$ cat src/hdl/vpi_pkg.sv
// shared types and constants of the video port interface
// no dependencies; used by every module of the block but vpi_ram
package vpi_pkg;

  // default video memory depth, power of two from 1024 to 16384
  localparam int unsigned VRAM_DEPTH_DEFAULT = 16384;
  // palette depth, power of two; only the low five index bits leave the block
  localparam int unsigned PALETTE_DEPTH = 32;
  // access pointer width
  localparam int unsigned PTR_W = 14;
  // packed widths of the output item
  localparam int unsigned OUT_TDATA_W = 40;
  localparam int unsigned OUT_TUSER_W = 2;

  // bus access kind carried by each input item
  typedef enum logic [1:0] {
    MODE_DATA_RD   = 2'd0,
    MODE_DATA_WR   = 2'd1,
    MODE_CTRL_WR   = 2'd2,
    MODE_STATUS_RD = 2'd3
  } mode_e;

  // access code from the second control byte
  typedef enum logic [1:0] {
    CODE_VRAM_RD = 2'd0,
    CODE_VRAM_WR = 2'd1,
    CODE_REG_WR  = 2'd2,
    CODE_CRAM_WR = 2'd3
  } code_e;

  // one result item
  typedef struct packed {
    logic [7:0] read_data;
    logic       reg_write_valid;
    logic [3:0] reg_index;
    logic [7:0] reg_value;
    logic       cram_write_valid;
    logic [4:0] cram_index;
    logic [7:0] cram_value;
  } result_t;

endpackage

$ cat src/hdl/vpi_out_skid.sv
// two-entry output stage: output register plus skid register
// input side ready depends only on registered state; uses vpi_pkg
module vpi_out_skid (
  input  logic             clk_i,
  input  logic             rst_ni,
  input  logic             push_i,
  input  vpi_pkg::result_t res_i,
  output logic             ready_o,
  output logic             out_valid_o,
  input  logic             out_ready_i,
  output vpi_pkg::result_t out_o
);

  logic             out_valid_q, out_valid_d;
  logic             skid_valid_q, skid_valid_d;
  vpi_pkg::result_t out_q, out_d;
  vpi_pkg::result_t skid_q, skid_d;

  assign ready_o     = !skid_valid_q;
  assign out_valid_o = out_valid_q;
  assign out_o       = out_q;

  // move items between input, skid and output register
  always_comb begin
    out_valid_d  = out_valid_q;
    skid_valid_d = skid_valid_q;
    out_d        = out_q;
    skid_d       = skid_q;
    if (skid_valid_q) begin
      if (out_ready_i) begin
        out_d        = skid_q;
        skid_valid_d = 1'b0;
      end
    end else if (push_i) begin
      if (!out_valid_q || out_ready_i) begin
        out_d       = res_i;
        out_valid_d = 1'b1;
      end else begin
        skid_d       = res_i;
        skid_valid_d = 1'b1;
      end
    end else if (out_ready_i) begin
      out_valid_d = 1'b0;
    end
  end

  // control flags
  always_ff @(posedge clk_i or negedge rst_ni) begin
    if (!rst_ni) begin
      out_valid_q  <= 1'b0;
      skid_valid_q <= 1'b0;
    end else begin
      out_valid_q  <= out_valid_d;
      skid_valid_q <= skid_valid_d;
    end
  end

  // payload
  always_ff @(posedge clk_i) begin
    out_q  <= out_d;
    skid_q <= skid_d;
  end

endmodule

$ cat config.mk
export PLATFORM = sky130hd
export DESIGN_NAME = vpi_out_skid
export DESIGN_NICKNAME = d
export VERILOG_FILES = /design/src/hdl/vpi_pkg.sv /design/src/hdl/vpi_out_skid.sv
export SDC_FILE = /design/constraint.sdc
export NUM_CORES = 1
export LEC_CHECK = 0
export BUFFER_PORTS_ARGS = -buffer_cell sky130_fd_sc_hd__buf_2
export CELL_PAD_IN_SITES_DETAIL_PLACEMENT = 1
export CELL_PAD_IN_SITES_GLOBAL_PLACEMENT = 1
export CORE_ASPECT_RATIO = 1.2
export CORE_MARGIN = 4
export CORE_UTILIZATION = 30
export CTS_CLUSTER_SIZE = 28
export DETAILED_ROUTE_END_ITERATION = 8
export MAX_ROUTING_LAYER = met4
export PLACE_DENSITY_LB_ADDON = 0.1
export SLEW_MARGIN = 5
export SYNTH_ARGS = -nofsm -noshare
export SYNTH_HDL_FRONTEND = slang
export SYNTH_SLANG_ARGS = --single-unit
export TNS_END_PERCENT = 5
$ cat constraint.sdc
create_clock -name clk_i -period 2.5 [get_ports clk_i]
set_clock_uncertainty 0.15 [all_clocks]
set_input_delay 0.125 -clock clk_i [delete_from_list [all_inputs] [get_ports clk_i]]
set_output_delay 0.125 -clock clk_i [all_outputs]
set_load 0.01 [all_outputs]
==> results of run 1 <==
## cell usage in the layout, fill, tap and decap left out
master,instances
a21oi_1,1
a22o_1,1
and4bb_2,1
buf_12,2
buf_2,75
buf_4,1
bufinv_16,1
clkbuf_1,1
clkbuf_8,9
clkinv_2,3
clkinvlp_4,2
dfrtp_1,1
dfrtp_2,1
dlygate4sd3_1,40
edfxtp_1,70
inv_2,1
mux2_2,35
nand2b_1,1
nor2_1,2
o22a_2,1
## worst max-delay path, delay by kind of cell (launching register included)
kind	cells	cell delay, ns
buf+inv	3	0.66
flops	1	0.53
## flip-flops by register name, indices dropped and copies added (netlist names)
| name | count |
|---|---|
| out_valid_o | 1 |
| skid_valid_q | 1 |
| out_o | 35 |
| skid_q | 35 |
## per-stage QoR
| step | power (W) | util | hold slack [ns] |
|---|---|---|---|
| 2_1_floorplan | 0.00165 | - | -0.321 |
| 3_3_place_gp | 0.00178 | 0.370 | -0.225 |
| 3_5_place_dp | 0.00179 | 0.370 | -0.222 |
| 4_1_cts | 0.00274 | 0.439 | 0.342 |
| 5_1_grt | 0.00283 | 0.439 | 0.340 |
| 6_report | 0.00270 | 0.439 | 0.352 |
## final timing paths
kind | endpoint | slack (ns) | cells past startpoint
max reg2reg | skid_q[8]$_DFFE_PP_ | 0.76 | 2
max | ready_o | 0.71 | 3
min | skid_q[17]$_DFFE_PP_ | 0.35 | 2
max in group asynchronous | skid_valid_q$_DFF_PN0_ | 1.50 | 3
min in group asynchronous | out_valid_o$_DFFE_PN0P_ | 0.53 | 3
min reg2reg | out_o[4]$_DFFE_PP_ | 0.40 | 1
## cells by family after synthesis
| logic type | after synthesis | share of synthesized area |
|---|---|---|
| AO/OA/AOI/OAI | 3 | 0.00852 |
| AND/OR/NAND/NOR | 4 | 0.00994 |
| flip-flops | 72 | 0.814 |
| multiplexers | 35 | 0.149 |
| buffers and inverters | 5 | 0.0185 |
## layer usage
metal	up-vias	share of wire	GRT usage
li1	724	-	-
met4	0	0.013	0.0462
met3	9	0.048	0.0353
met5	-	0	-
met2	49	0.53	0.206
met1	759	0.41	0.147
## power groups by stage
stage | registers, W | logic [W] | clock network [W]
2_1_floorplan | 0.00153 | 0.000128 | 0
3_3_place_gp | 0.00150 | 0.000288 | 0
3_5_place_dp | 0.00150 | 0.000298 | 0
4_1_cts | 0.00147 | 0.000348 | 0.000916
5_1_grt | 0.00148 | 0.000374 | 0.000975
6_report | 0.00147 | 0.000340 | 0.000887
## cell type report
type	instances	area [um2]	share of cell area
Tap cell	117	146	0.0389
Inverter	1	3.75	0.000999
Clock inverter	6	60.1	0.0160
Clock buffer	10	128	0.0340
Multi-Input combinational cell	42	444	0.118
Timing Repair Buffer	118	823	0.219
Sequential cell	72	2150	0.573
==> results.json, run 1 <==
{
  "cts_resized": 0,
  "drive_gt1_frac": 0.530,
  "antenna_found_initial": 0,
  "p_per_area_nw_per_um2": 717,
  "routed_wl_mm": 5.84,
  "slowest_delay_ns": 0.53,
  "async_flop_share": 0.0278,
  "fin_area_um2": 3760,
  "postCtsHoldBufs": 40,
  "fin_ws_ns": 0.712,
  "synth_seq_cells": 72,
  "synth_area_per_cell_um2": 22.2,
  "min_path_type": "in -> reg",
  "synth_top_area_cell": "edfxtp_1",
  "worst_pin_slew_ns": 0.393,
  "period_needed_ns": 1.79,
  "dr.pass1.iters": 4,
  "relSlewSlack": 0.738,
  "cp.required_ns": 2.23,
  "period_share": 0.715,
  "synth_cell_types": 11,
  "die-area_um2": 10400,
  "p_sw_frac": 0.231,
  "initial_core_util": 0.309,
  "final_cells": 366,
  "coreArea_um2": 8560,
  "p_leak_nw": 1.41,
  "synth_top_cell_area_share": 0.795,
  "die_x_um": 93.7,
  "seqPwrFrac": 0.545,
  "status": "finished, final reports clean",
  "synth_nets": 158,
  "portBuffers": 75,
  "antenna_cells": 0,
  "placed_cell_area_um2": 3170,
  "dp_hpwl_mm": 3.71,
  "synth_edf_count": 70,
  "num_vias": 1541,
  "drtAntennaViolNets": 0,
  "ioPinCount": 76,
  "worst-setup-path-type": "reg -> out",
  "yosys-top-cells-area": "edfxtp_1 (80%), mux2_2 (15%), dfrtp_1 (1.9%)",
  "intPower_w": 0.00207,
  "pre_cts_ws_ns": 0.723,
  "synth_common_cells": "edfxtp_1 (70), mux2_2 (35), buf_6 (4)",
  "tns_ns": 0,
  "comb_power_share": 0.126,
  "clock_latency_ns": 0.34,
  "place_congestion": 0.716,
  "cts_tree": "done",
  "cts_max_level": 3,
  "hold_viol": 0,
  "grt_setup_unrepaired": "false",
  "drc_errors": 0,
  "rows": 37,
  "numCtsBuffers": 9,
  "syn-cell-area_um2": 2640,
  "hp-start": "res_i[17]",
  "setup_viol": 0,
  "timing.fmax_ghz": 0.559,
  "fillers": 871,
  "crit_slowest_cell": "dfrtp_2",
  "grt_pass1_vias": 1780,
  "worstPathArrival_ns": 1.51,
  "drtIter0Drc": 67,
  "post_drt_wl_per_cell_um": 16.0,
  "placed_cells": 310,
  "slew_viol_final": 0,
  "post-cts-setup-buffer-count": 0,
  "clk_pin_slew_worst_paths_ns": 0.08,
  "max_cap_violations": 0,
  "vias_per_cell": 4.21,
  "seq_area_frac_synth": 0.814,
  "crit_path_end_kind": "primary output",
  "cts_buffer_depth": 2,
  "crit_start": "skid_valid_q$_DFF_PN0_",
  "cts_root_buffer": "clkbuf_8",
  "p_sw_w": 0.000623,
  "yosys_warnings": 0,
  "gr-total-overflow": 0,
  "synthMostInstantiatedCell": "edfxtp_1",
  "syn_inst": 119,
  "crit_chain": "buf_4 -> inv_2 -> buf_2",
  "synth_top_flop_cell": "edfxtp_1",
  "syn2layout_area_growth_pct": 42.2,
  "clkSinkCount": 72,
  "die_y_um": 111,
  "grt_max_degree": 30,
  "reg2reg_from": "skid_valid_q$_DFF_PN0_",
  "grt_pass1_wl_mm": 9.57,
  "layout.nets": 283,
  "grt_util_all_layers": 0.126,
  "power.share.clock": 0.329,
  "vdd_drop_max_mv": 0.306,
  "path_max_fanout": 29,
  "cp-start-kind": "register"
}
Power figures use the tool's default switching activity.
==> run 2, diff against run 1 <==
clock period = 1.5 ns   (was 2.5 ns; I/O delays follow)
==> results.json, run 2 (synthesis gave the netlist of run 1 again) <==
{
  "antenna_found_initial": 0,
  "placed_cell_area_um2": 3220,
  "crit_slowest_cell": "dfrtp_2",
  "portBuffers": 75,
  "period_share": 0.957,
  "dp_hpwl_mm": 3.62,
  "grt_setup_unrepaired": "false",
  "reg2reg_from": "skid_valid_q$_DFF_PN0_",
  "clock_latency_ns": 0.34,
  "post_drt_wl_per_cell_um": 14.9,
  "gr-total-overflow": 0,
  "place_congestion": 0.680,
  "p_leak_nw": 1.45,
  "rows": 37,
  "dr.pass1.iters": 3,
  "num_vias": 1549,
  "timing.fmax_ghz": 0.696,
  "numCtsBuffers": 9,
  "syn2layout_area_growth_pct": 45.5,
  "final_cell_mix": "buf_2 (75), edfxtp_1 (70), dlygate4sd3_1 (39)",
  "hp-start": "res_i[31]",
  "fin_area_um2": 3850,
  "max_cap_violations": 0,
  "cp_num_buf_inv": 1,
  "cts_tree": "done",
  "crit_chain": "and4bb_4 -> buf_4",
  "p_per_area_nw_per_um2": 1260,
  "clkSinkCount": 72,
  "coreArea_um2": 8560,
  "drtAntennaViolNets": 0,
  "postCtsHoldBufs": 39,
  "cp.required_ns": 1.39,
  "die_y_um": 111,
  "cts_resized": 0,
  "initial_core_util": 0.309,
  "vias_per_cell": 4.22,
  "worstPathArrival_ns": 1.33,
  "hold_viol": 0,
  "relSlewSlack": 0.856,
  "drc_errors": 0,
  "fillers": 837,
  "slew_viol_final": 0,
  "slowest_delay_ns": 0.44,
  "setup_viol": 0,
  "grt_util_all_layers": 0.116,
  "period_needed_ns": 1.44,
  "cts_max_level": 3,
  "grt_pass1_vias": 1742,
  "fin_util": 0.449,
  "min_path_type": "in -> reg",
  "status": "finished, final reports clean",
  "antenna_cells": 0,
  "drive_gt1_frac": 0.532,
  "path_delay_family": "flip-flops",
  "die_x_um": 93.7,
  "cts_buffer_depth": 2,
  "final_common_cell": "buf_2",
  "layout.nets": 284,
  "cp-start-kind": "register",
  "clk_pin_slew_worst_paths_ns": 0.07,
  "path_max_fanout": 11,
  "cts_root_buffer": "clkbuf_8",
  "grt_max_degree": 39,
  "die-area_um2": 10400,
  "crit_path_end_kind": "register",
  "worst-setup-path-type": "reg -> reg",
  "crit_start": "skid_valid_q$_DFF_PN0_",
  "routed_wl_mm": 5.48,
  "post-cts-setup-buffer-count": 0,
  "vdd_drop_max_mv": 0.534,
  "ioPinCount": 76,
  "drtIter0Drc": 77,
  "worst_pin_slew_ns": 0.216,
  "grt_pass1_wl_mm": 8.82
}
[run 2: changes by cell type in the layout (fill, tap and decap cells not counted)]
cell	change
and4bb_2	-1
clkinvlp_4	-2
o22a_2	-1
bufinv_16	+2
clkinv_4	+1
clkinv_2	-2
and4bb_4	+1
buf_12	+2
dlygate4sd3_1	-1
clkinv_1	+1
o22a_4	+1
[run 2: power breakdown]
part / leakage (nW) / switching, W / internal (W)
logic: 0.651 / 0.000281 / 0.000318
registers: 0.681 / 0.0000398 / 0.00240
clock network: 0.118 / 0.000695 / 0.00110
total: 1.45 / 0.00102 / 0.00382
[run 2: final timing paths]
check	end	slack, ns	cells after the start
worst max-delay path	skid_q[24]$_DFFE_PP_	0.06	2
worst min-delay path	skid_q[31]$_DFFE_PP_	0.30	2
worst max register to register	skid_q[24]$_DFFE_PP_	0.06	2
worst min register to register	out_o[32]$_DFFE_PP_	0.40	1
max in group asynchronous	skid_valid_q$_DFF_PN0_	0.62	3
min in group asynchronous	out_valid_o$_DFFE_PN0P_	0.44	3
[run 2: cell type report]
class	instances	area, um2	share of cell area
repair buffers	119	853	0.222
clock buffers	10	128	0.0332
clock inverters	6	108	0.0280
multi-input cells	42	455	0.118
inverters	1	3.75	0.000976
well taps	117	146	0.0380
flip-flops and latches	72	2150	0.560
[run 2: through the flow]
stage	setup slack, ns	hold WS (ns)	total power (W)	instances	TNS (ns)
after detailed placement	0.0525	-0.281	0.00302	312	0
after global placement	0.0933	-0.285	0.00299	312	0
final	0.0638	0.305	0.00483	367	0
after global routing	0.00366	0.294	0.00505	367	0
after floorplan	-0.154	-0.371	0.00276	119	-7.55
after CTS	0.0409	0.283	0.00492	367	0
[run 2: layer usage]
| layer | part of all wire | wire, um | vias to the layer above | global-route usage |
|---|---|---|---|---|
| met2 | 0.51 | 2780 | 52 | 0.185 |
| li1 | - | - | 725 | - |
| met5 | 0 | 0 | - | - |
| met3 | 0.045 | 246 | 8 | 0.0272 |
| met1 | 0.43 | 2360 | 764 | 0.136 |
| met4 | 0.017 | 93 | 0 | 0.0578 |
