`src/hdl/vpi_pkg.sv`:
```
// shared types and constants of the video port interface
// no dependencies; used by every module of the block but vpi_ram
package vpi_pkg;

  // default video memory depth, power of two from 1024 to 16384
  localparam int unsigned VRAM_DEPTH_DEFAULT = 16384;
  // palette depth, power of two; only the low five index bits leave the block
  localparam int unsigned PALETTE_DEPTH = 32;
  // access pointer width
  localparam int unsigned PTR_W = 14;
  // packed widths of the output item
  localparam int unsigned OUT_TDATA_W = 40;
  localparam int unsigned OUT_TUSER_W = 2;

  // bus access kind carried by each input item
  typedef enum logic [1:0] {
    MODE_DATA_RD   = 2'd0,
    MODE_DATA_WR   = 2'd1,
    MODE_CTRL_WR   = 2'd2,
    MODE_STATUS_RD = 2'd3
  } mode_e;

  // access code from the second control byte
  typedef enum logic [1:0] {
    CODE_VRAM_RD = 2'd0,
    CODE_VRAM_WR = 2'd1,
    CODE_REG_WR  = 2'd2,
    CODE_CRAM_WR = 2'd3
  } code_e;

  // one result item
  typedef struct packed {
    logic [7:0] read_data;
    logic       reg_write_valid;
    logic [3:0] reg_index;
    logic [7:0] reg_value;
    logic       cram_write_valid;
    logic [4:0] cram_index;
    logic [7:0] cram_value;
  } result_t;

endpackage

```
`src/hdl/vpi_port_ctrl.sv`:
```
// port state machine: pointer, control byte latch, access code, prefetch buffer
// drives the video memory port and the post-reset clearing pass; uses vpi_pkg
module vpi_port_ctrl #(
  parameter int unsigned VRAM_DEPTH = vpi_pkg::VRAM_DEPTH_DEFAULT
) (
  input  logic                          clk_i,
  input  logic                          rst_ni,
  input  logic                          in_valid_i,
  output logic                          in_ready_o,
  input  logic [1:0]                    mode_i,
  input  logic [7:0]                    value_i,
  input  logic [7:0]                    status_i,
  input  logic                          res_ready_i,
  output logic                          res_valid_o,
  output vpi_pkg::result_t              res_o,
  output logic                          ram_we_o,
  output logic                          ram_re_o,
  output logic [$clog2(VRAM_DEPTH)-1:0] ram_addr_o,
  output logic [7:0]                    ram_wdata_o,
  input  logic [7:0]                    ram_rdata_i,
  output logic                          clearing_o
);

  localparam int unsigned AW = $clog2(VRAM_DEPTH);
  localparam logic [AW-1:0] LAST_ADDR = AW'(VRAM_DEPTH - 1);
  localparam logic [4:0] CRAM_MASK = 5'(vpi_pkg::PALETTE_DEPTH - 1);

  logic [vpi_pkg::PTR_W-1:0] ptr_q, ptr_d;
  logic [7:0]                fcb_q, fcb_d;
  vpi_pkg::code_e            code_q, code_d;
  logic                      pend_q, pend_d;
  logic [7:0]                prefetch_q, prefetch_d;
  logic                      load_q, load_d;
  logic                      clearing_q, clearing_d;
  logic [AW-1:0]             clr_addr_q, clr_addr_d;

  logic                      accept;
  logic [7:0]                buf_eff;
  logic [vpi_pkg::PTR_W-1:0] ptr_new;
  vpi_pkg::code_e            new_code;

  assign in_ready_o  = res_ready_i && !clearing_q;
  assign accept      = in_valid_i && in_ready_o;
  assign res_valid_o = accept;
  assign clearing_o  = clearing_q;

  // prefetch value, forwarded from the ram the cycle after a fetch
  assign buf_eff  = load_q ? ram_rdata_i : prefetch_q;
  assign ptr_new  = {value_i[5:0], fcb_q};
  assign new_code = vpi_pkg::code_e'(value_i[7:6]);

  // item decode, state update and memory request
  always_comb begin
    ptr_d       = ptr_q;
    fcb_d       = fcb_q;
    code_d      = code_q;
    pend_d      = pend_q;
    prefetch_d  = buf_eff;
    load_d      = 1'b0;
    clearing_d  = clearing_q;
    clr_addr_d  = clr_addr_q;
    ram_we_o    = 1'b0;
    ram_re_o    = 1'b0;
    ram_addr_o  = ptr_q[AW-1:0];
    ram_wdata_o = value_i;
    res_o       = '0;

    if (clearing_q) begin
      // zero the video memory one entry a cycle
      ram_we_o    = 1'b1;
      ram_addr_o  = clr_addr_q;
      ram_wdata_o = 8'h00;
      clr_addr_d  = clr_addr_q + AW'(1);
      if (clr_addr_q == LAST_ADDR) begin
        clearing_d = 1'b0;
      end
    end else if (accept) begin
      unique case (vpi_pkg::mode_e'(mode_i))
        vpi_pkg::MODE_DATA_RD: begin
          res_o.read_data = buf_eff;
          ram_re_o        = 1'b1;
          load_d          = 1'b1;
          ptr_d           = ptr_q + vpi_pkg::PTR_W'(1);
          pend_d          = 1'b0;
        end
        vpi_pkg::MODE_DATA_WR: begin
          pend_d = 1'b0;
          ptr_d  = ptr_q + vpi_pkg::PTR_W'(1);
          if (code_q == vpi_pkg::CODE_CRAM_WR) begin
            res_o.cram_write_valid = 1'b1;
            res_o.cram_index       = ptr_q[4:0] & CRAM_MASK;
            res_o.cram_value       = value_i;
          end else begin
            ram_we_o   = 1'b1;
            prefetch_d = value_i;
          end
        end
        vpi_pkg::MODE_CTRL_WR: begin
          if (pend_q) begin
            code_d = new_code;
            pend_d = 1'b0;
            if (new_code == vpi_pkg::CODE_REG_WR) begin
              res_o.reg_write_valid = 1'b1;
              res_o.reg_index       = value_i[3:0];
              res_o.reg_value       = fcb_q;
            end else if (new_code == vpi_pkg::CODE_VRAM_RD) begin
              ram_re_o   = 1'b1;
              ram_addr_o = ptr_new[AW-1:0];
              load_d     = 1'b1;
              ptr_d      = ptr_new + vpi_pkg::PTR_W'(1);
            end else begin
              ptr_d = ptr_new;
            end
          end else begin
            ptr_d  = {ptr_q[vpi_pkg::PTR_W-1:8], value_i};
            fcb_d  = value_i;
            pend_d = 1'b1;
          end
        end
        vpi_pkg::MODE_STATUS_RD: begin
          res_o.read_data = status_i;
          pend_d          = 1'b0;
        end
        default: begin
          pend_d = pend_q;
        end
      endcase
    end
  end

  // port state registers
  always_ff @(posedge clk_i or negedge rst_ni) begin
    if (!rst_ni) begin
      ptr_q      <= '0;
      fcb_q      <= '0;
      code_q     <= vpi_pkg::CODE_VRAM_RD;
      pend_q     <= 1'b0;
      prefetch_q <= '0;
      load_q     <= 1'b0;
      clearing_q <= 1'b1;
      clr_addr_q <= '0;
    end else begin
      ptr_q      <= ptr_d;
      fcb_q      <= fcb_d;
      code_q     <= code_d;
      pend_q     <= pend_d;
      prefetch_q <= prefetch_d;
      load_q     <= load_d;
      clearing_q <= clearing_d;
      clr_addr_q <= clr_addr_d;
    end
  end

endmodule

```
`config.mk`:
```
export PLATFORM = sky130hd
export DESIGN_NAME = vpi_port_ctrl
export DESIGN_NICKNAME = d
export VERILOG_FILES = /design/src/hdl/vpi_pkg.sv /design/src/hdl/vpi_port_ctrl.sv
export SDC_FILE = /design/constraint.sdc
export NUM_CORES = 1
export LEC_CHECK = 0
export BUFFER_PORTS_ARGS = -buffer_cell sky130_fd_sc_hd__buf_2
export CORE_MARGIN = 2
export CORE_UTILIZATION = 45
export CTS_CLUSTER_DIAMETER = 120
export CTS_CLUSTER_SIZE = 30
export DETAILED_ROUTE_END_ITERATION = 10
export GPL_TIMING_DRIVEN = 0
export PLACE_DENSITY = 0.75
export SKIP_LAST_GASP = 1
export SLEW_MARGIN = 30
export SYNTH_ARGS = -nofsm -noshare
export SYNTH_HDL_FRONTEND = slang
export SYNTH_SLANG_ARGS = --single-unit
export TNS_END_PERCENT = 1
```
`constraint.sdc`:
```
create_clock -name clk_i -period 4.45 [get_ports clk_i]
set_input_delay 0.445 -clock clk_i [delete_from_list [all_inputs] [get_ports clk_i]]
set_output_delay 0.445 -clock clk_i [all_outputs]
set_load 0.005 [all_outputs]
```
==> impl_results.md, run 1 <==
- Most frequent cells in the layout: buf_2, dfrtp_1, nand2_1, nor2_1, and2_1
- Core ar.: roughly 7700 um2
- VDD IR-drop max: ~0.00018 V
- Cell area after placement: approximately 4100 um2
- # rows: 32
- Total power: around 1.2 mW
- YS warnings: 0
- Die Area: ~8600 um2
- Post-Synthesis Cells: 408
- Via Count: 3,338
- Io pins: 92
- CTS tree: yes
- Syn Nets: ~450
- Cts hold-fix bufs: 0
- Crit. End Element: output pin
- Final Cell Area: approximately 4200 um2
- Critical Path Slowest Stage Cell: dfstp_2
- Register bit count reported by yosys: 49
- Die Wd: about 93 um
- Fin Setup TNS: 0 ps
- Via/cell ratio: around 5.5
- P&R area growth vs syn: 19.4%
- Layout Cells excl Fill: between 600 and 700
- Starting Density: 0.462
- Inst Count DP: 599
- # DRC: 0
- Pin count of the biggest net entering global routing: 50
- Hold WS: between 100 and 150 ps
- Register area share after synthesis: 0.346
- Port-buffer cells: between 80 and 90
- Hold Vio Cnt, Final: 0
- Measured slew at the worst slew-check pin: approximately 660 ps
- H-tree levels: 2
- Crit-path cells: and2b_4, nand2_4, inv_6, nand3_4, nor3_4, buf_8, mux2i_1, o21ai_1, buf_2
- Ys async rst share: 1.00
- CTS Sinks: 49
- Share of cells above drive strength 1: 0.255
- Max Root-Sink Buffers: 2
- Slew headroom: 0.558
- Fill cell total of the finished layout: 737
- Final setup vio count: 0
- Grt total ovfl: 0
- Netlist cell types: 52
- Routed wire length: between 9 and 10 mm
- Slew Viols, Final: 0
- Clock slew at reported path FFs: 90 ps
- Maximum achievable frequency: about 370 MHz
- CP startpoint: clearing_o
- Gpl congestion: just over 0.9
- Cts bufs inserted: 5
- Clock Latency Late Sink: ~300 ps
- CP Data Arrival Time: between 2000 and 2500 ps
- Ys flop type: dfrtp_1
- Most common cell after layout, fill and taps aside: buf_2
- Final worst-path cycle share: 0.616
- CP Launch Type: register
- P per Cell Area: between 200 and 300 nW/um2
- Worst hold path type: in2async
- Critical path's top delay family: simple AND/OR/NAND/NOR gates
- Global Route Usage Sum: 0.226
- EDFF count, synth: 0
- Number of inserted diodes: 0
- DRT Pass-1 Iters: 5
- WP data required: approximately 4000 ps
- Max Cap Viol: 0
- Type of the worst setup path: reg2out
- Die height: around 93 um
- DR iter-0 viols: 185
- RSZ-0062 raised after global routing: no
- Hpwl dp: 7.44 mm
- Critical path's largest stage delay: a little under 400 ps
- Worst R2R Start: ptr_q[0]
- Minimum clock period: between 2000 and 3000 ps
- Outcome: complete, no violations
- First-pass GRT wire length: roughly 15 mm
- Critical-path maximum fanout: 10
- P_leak: 1.90 nW
- CTS root buf: clkbuf_8
- Vias in the first global route: 3,157
- Post-DR wirelength/cell: ~16 um
- Antenna violations before repair: 0
- Mapped cell area: 3550 um2
- Post-CTS Setup Inserts: 0
- Skew final: around 5.2 ps
- Avg Cell Area, Syn: just under 9 um2
- Critical path buffers and inverters: 3
- Antenna-violating nets left: 0
- Nets: ~540
- Resized cells post-CTS: 0
synthesized netlist by cell type (3+ instances only):
master | number | area share
a31oi_1 | 4 | 0.0070
nor2b_1 | 17 | 0.030
or3_1 | 4 | 0.0070
nor3_1 | 7 | 0.0099
nand2_1 | 46 | 0.049
nor4_1 | 3 | 0.0053
xor2_1 | 12 | 0.030
o21ai_1 | 9 | 0.013
mux2i_1 | 25 | 0.070
buf_2 | 8 | 0.011
a21o_1 | 3 | 0.0063
o211ai_1 | 5 | 0.011
and2_1 | 26 | 0.046
xnor2_1 | 14 | 0.035
nand3_1 | 15 | 0.021
a21oi_1 | 22 | 0.031
and3_1 | 7 | 0.012
ha_1 | 9 | 0.032
dfrtp_1 | 48 | 0.34
o21ai_0 | 21 | 0.030
nor2_1 | 26 | 0.027
clkbuf_1 | 15 | 0.016
nand4_1 | 12 | 0.021
mux2_2 | 10 | 0.032
o221ai_1 | 3 | 0.0074
inv_1 | 6 | 0.0063
path summary, 6_finish.rpt:
path                             endpoint  slack, ps  depth (start not counted)
setup / recovery            ram_addr_o[4]       1710                          9
hold / removal                  ptr_q[11]        150                          1
setup reg to reg                 ptr_q[8]       2530                          7
hold reg to reg                 code_q[1]        490                          2
max in group asynchronous  clr_addr_q[12]       3860                          1
min in group clk_i          prefetch_q[6]        470                          3
sequential cells by signal, indices dropped and copies added (netlist names):
| register | count |
|---|---|
| load_q | 1 |
| code_q | 2 |
| prefetch_q | 8 |
| ptr_q | 14 |
| pend_q | 1 |
| fcb_q | 8 |
| clearing_o | 1 |
| clr_addr_q | 14 |
logic make-up (layout without fill, tap and decap cells):
family | Yosys count | in the layout | synth area share
muxes | 35 | 35 | 0.102
xor gates and xnor gates | 26 | 26 | 0.0641
and+or+nand+nor | 178 | 178 | 0.280
AOI/OAI and AO/OA | 78 | 78 | 0.133
DFF | 49 | 49 | 0.346
adders and majority gates | 9 | 9 | 0.0317
buffers and inverters | 33 | 130 | 0.0433
final cells by class:
cell class / count / area [um2] / share of cell area
buffer: 26 / 123 / 0.0289
clock buffer: 5 / 68.8 / 0.0162
clock inverter: 3 / 43.8 / 0.0103
inverter: 7 / 31.3 / 0.00738
multi-input combinational: 326 / 2170 / 0.512
sequential: 49 / 1230 / 0.290
tap: 102 / 128 / 0.0301
timing repair buffer: 89 / 448 / 0.106
metrics by stage:
step | util | setup slack, ps
final | 0.551 | 1710
after global routing | 0.551 | 1590
after CTS | 0.551 | 1700
after detailed placement | 0.537 | 1900
after global placement | 0.536 | 1920
after floorplan | - | 2390
power by group:
group / switching (mW) / internal (mW) / total (mW)
logic: 0.148 / 0.123 / 0.270
clock network: 0.155 / 0.169 / 0.324
registers: 0.0642 / 0.498 / 0.562
total: 0.367 / 0.789 / 1.16
per-layer routing:
metal / up-vias / global-route usage / wire, um / part of all wire
met2: 147 / 0.365 / 4520 / 0.47
met5: - / 0 / 0 / 0
li1: 1621 / - / - / -
met3: 10 / 0.0366 / 771 / 0.079
met4: 0 / 0.0576 / 93 / 0.0096
met1: 1560 / 0.315 / 4320 / 0.45
No activity file was read; power rests on OpenSTA's default activity.
==> inputs of run 2 (changes only) <==
--- a/config.mk
+++ b/config.mk
@@ -5,6 +5,7 @@
 export SDC_FILE = /design/constraint.sdc
 export NUM_CORES = 1
 export LEC_CHECK = 0
+export ABC_AREA = 1
 export BUFFER_PORTS_ARGS = -buffer_cell sky130_fd_sc_hd__buf_2
 export CORE_MARGIN = 2
 export CORE_UTILIZATION = 45
==> constraint.sdc (replaced) <==
create_clock -name clk_i -period 2.83 [get_ports clk_i]
set_input_delay 0.283 -clock clk_i [delete_from_list [all_inputs] [get_ports clk_i]]
set_output_delay 0.283 -clock clk_i [all_outputs]
set_load 0.005 [all_outputs]
==> impl_results.md, run 2 <==
- Share of cells above drive strength 1: 0.198
- Avg Cell Area, Syn: approximately 6.6 um2
- Die Area: between 8000 and 9000 um2
- Most frequent cells in the layout: nand2_1, buf_2, nor2_1, inv_1
- Combinational share of power: 0.298
- Fin Setup TNS: 0 ps
- Global Route Usage Sum: 0.261
- Most common cell after layout, fill and taps aside: nand2_1
- Fill cell total of the finished layout: about 780
- Failing checks: negative hold slack
- Area leader, netlist: dfrtp_1
- Critical-path maximum fanout: 10
- Switch Pwr: 793 uW
- Cts bufs inserted: 5
- Inst Count DP: a little over 700
- Commonest cells in the netlist: nand2_1, nor2_1, inv_1
- Clock Latency Late Sink: slightly above 300 ps
- Via/cell ratio: 5.37
- Post-Synthesis Cells: about 530
- Routed wire length: roughly 11 mm
- Type of the worst setup path: reg2out
- EDFF count, synth: 0
- Port-buffer cells: 90
- Io pins: 92
- CTS Sinks: just under 50
- Mapped cell area: 3540 um2
- Register area share after synthesis: 0.347
- Sw Ratio: 0.360
- Internal: around 1.4 mW
- VDD IR-drop max: roughly 0.00025 V
- Slew headroom: 0.578
- DR iter-0 viols: ~390
- CP Launch Type: register
- Final worst-path cycle share: 0.848
- Max Root-Sink Buffers: 2
- # DRC: 0
- Skew final: a little over 7 ps
- Post-DR wirelength/cell: 14.7 um
- Antenna violations before repair: 0
- Starting Density: 0.460
- # rows: 32
- Setup WS post-layout: around 430 ps
- P_leak: 2.27 nW
- Clock share of power: 0.278
- Cell area after placement: roughly 4100 um2
- Antenna-violating nets left: 0
- Post-Place Setup Slack: 478 ps
- Minimum clock period: around 2400 ps
- Ys async rst share: 1.00
- Gpl congestion: 0.944
- Vias in the first global route: between 3,000 and 4,000
- Die height: between 90 and 100 um
- Yosys top cell area share: 0.339
- Outcome: finished, violations left
- Pin count of the biggest net entering global routing: 50
- First-pass GRT wire length: 17.8 mm
- Netlist cell types: 31
- Measured slew at the worst slew-check pin: 634 ps
- Crit. End Element: output pin
- Nets: 670
- Layout Cells excl Fill: ~730
- Worst hold path type: in2async
- Final setup vio count: 0
- Synth area leaders: dfrtp_1, nand2_1, nor2_1, nand3_1, inv_1
- WP data required: approximately 2600 ps
- Worst r2r path cells: 8
- CTS tree: yes
- RSZ-0062 raised after global routing: no
- Clock slew at reported path FFs: ~100 ps
- Hold WS: -25.9 ps
- Grt total ovfl: 0
- H-tree levels: 2
- CTS root buf: clkbuf_8
- Syn Nets: approximately 570
- Most common cell in the synthesized netlist: nand2_1
- Resized cells post-CTS: 0
- CP Data Arrival Time: between 2000 and 2500 ps
- Sequential Power Share: 0.424
- P per Cell Area: between 500 and 600 nW/um2
- Slew Viols, Final: 0
- YS warnings: 0
- Max Cap Viol: 0
- Die Wd: just over 90 um
- Core ar.: 7690 um2
- Ys flop type: dfrtp_1
- Register bit count reported by yosys: 49
- Largest regs: clr_addr_q x14, ptr_q x14
- Cts hold-fix bufs: 0
- Number of inserted diodes: 0
- P&R area growth vs syn: 20.2%
- Hold Vio Cnt, Final: 26
- DRT Pass-1 Iters: 5
- Final Cell Area: between 4000 and 5000 um2
- Hpwl dp: approximately 8.5 mm
- Post-CTS Setup Inserts: 0
- Via Count: ~3,900
- Maximum achievable frequency: 417 MHz
==> run 2: logic make-up (layout without fill, tap and decap cells) <==
group,after synthesis,count (layout),synth area share
AND/OR/NAND/NOR,276,276,0.333
XOR/XNOR,14,14,0.0347
AO/OA/AOI/OAI,92,92,0.135
buffers and inverters,86,184,0.0955
adder cells (fa/ha/maj),9,9,0.0318
multiplexers,8,8,0.0226
flip-flops,49,49,0.347
==> run 2: through the flow <==
step | power, mW | util
2_1_floorplan | 1.34 | -
3_3_place_gp | 1.57 | 0.535
3_5_place_dp | 1.59 | 0.536
4_1_cts | 2.19 | 0.553
5_1_grt | 2.34 | 0.553
6_report | 2.20 | 0.553
==> run 2: critical path: stages (launching register included) <==
cell and delay, ps:
dfstp_2 610, inv_2 90, nand3_4 150, nor2_4 70, nand2_2 160, buf_2 240
o21ai_0 110, o21ai_0 200, buf_2 150
==> run 2: worst paths after layout <==
| check | endpoint | startpoint | slack [ps] |
|---|---|---|---|
| setup reg to reg | ptr_q[5] | clearing_o | 1070 |
| min in group clk_i | fcb_q[5] | value_i[5] | 240 |
| max in group asynchronous | ptr_q[2] | rst_ni | 2420 |
| setup / recovery | ram_addr_o[1] | clearing_o | 430 |
| hold / removal | fcb_q[5] | rst_ni | -30 |
| hold reg to reg | clearing_o | clr_addr_q[13] | 500 |
==> run 2: cell type report <==
type	instances	area [um2]	area share
Buffer	18	82.6	0.0194
Clock buffer	5	68.8	0.0162
Clock inverter	3	65.1	0.0153
Inverter	68	255	0.0600
Multi-Input combinational cell	399	1970	0.464
Sequential cell	49	1230	0.289
Tap cell	102	128	0.0300
Timing Repair Buffer	90	453	0.107
==> run 2: power by group through the flow <==
stage,Combinational (mW),Clock [mW],Sequential [mW]
floorplan,0.435,0,0.909
global placement,0.634,0,0.939
detailed placement,0.648,0,0.944
CTS,0.651,0.611,0.929
global route,0.751,0.642,0.951
finish,0.657,0.613,0.934
==> run 2: per-layer routing <==
| layer | routed length [um] | track usage | vias to the layer above |
|---|---|---|---|
| li1 | - | - | 1909 |
| met4 | 324 | 0.0968 | 0 |
| met3 | 724 | 0.0391 | 26 |
| met5 | 0 | 0 | - |
| met2 | 5030 | 0.425 | 165 |
| met1 | 4750 | 0.354 | 1842 |
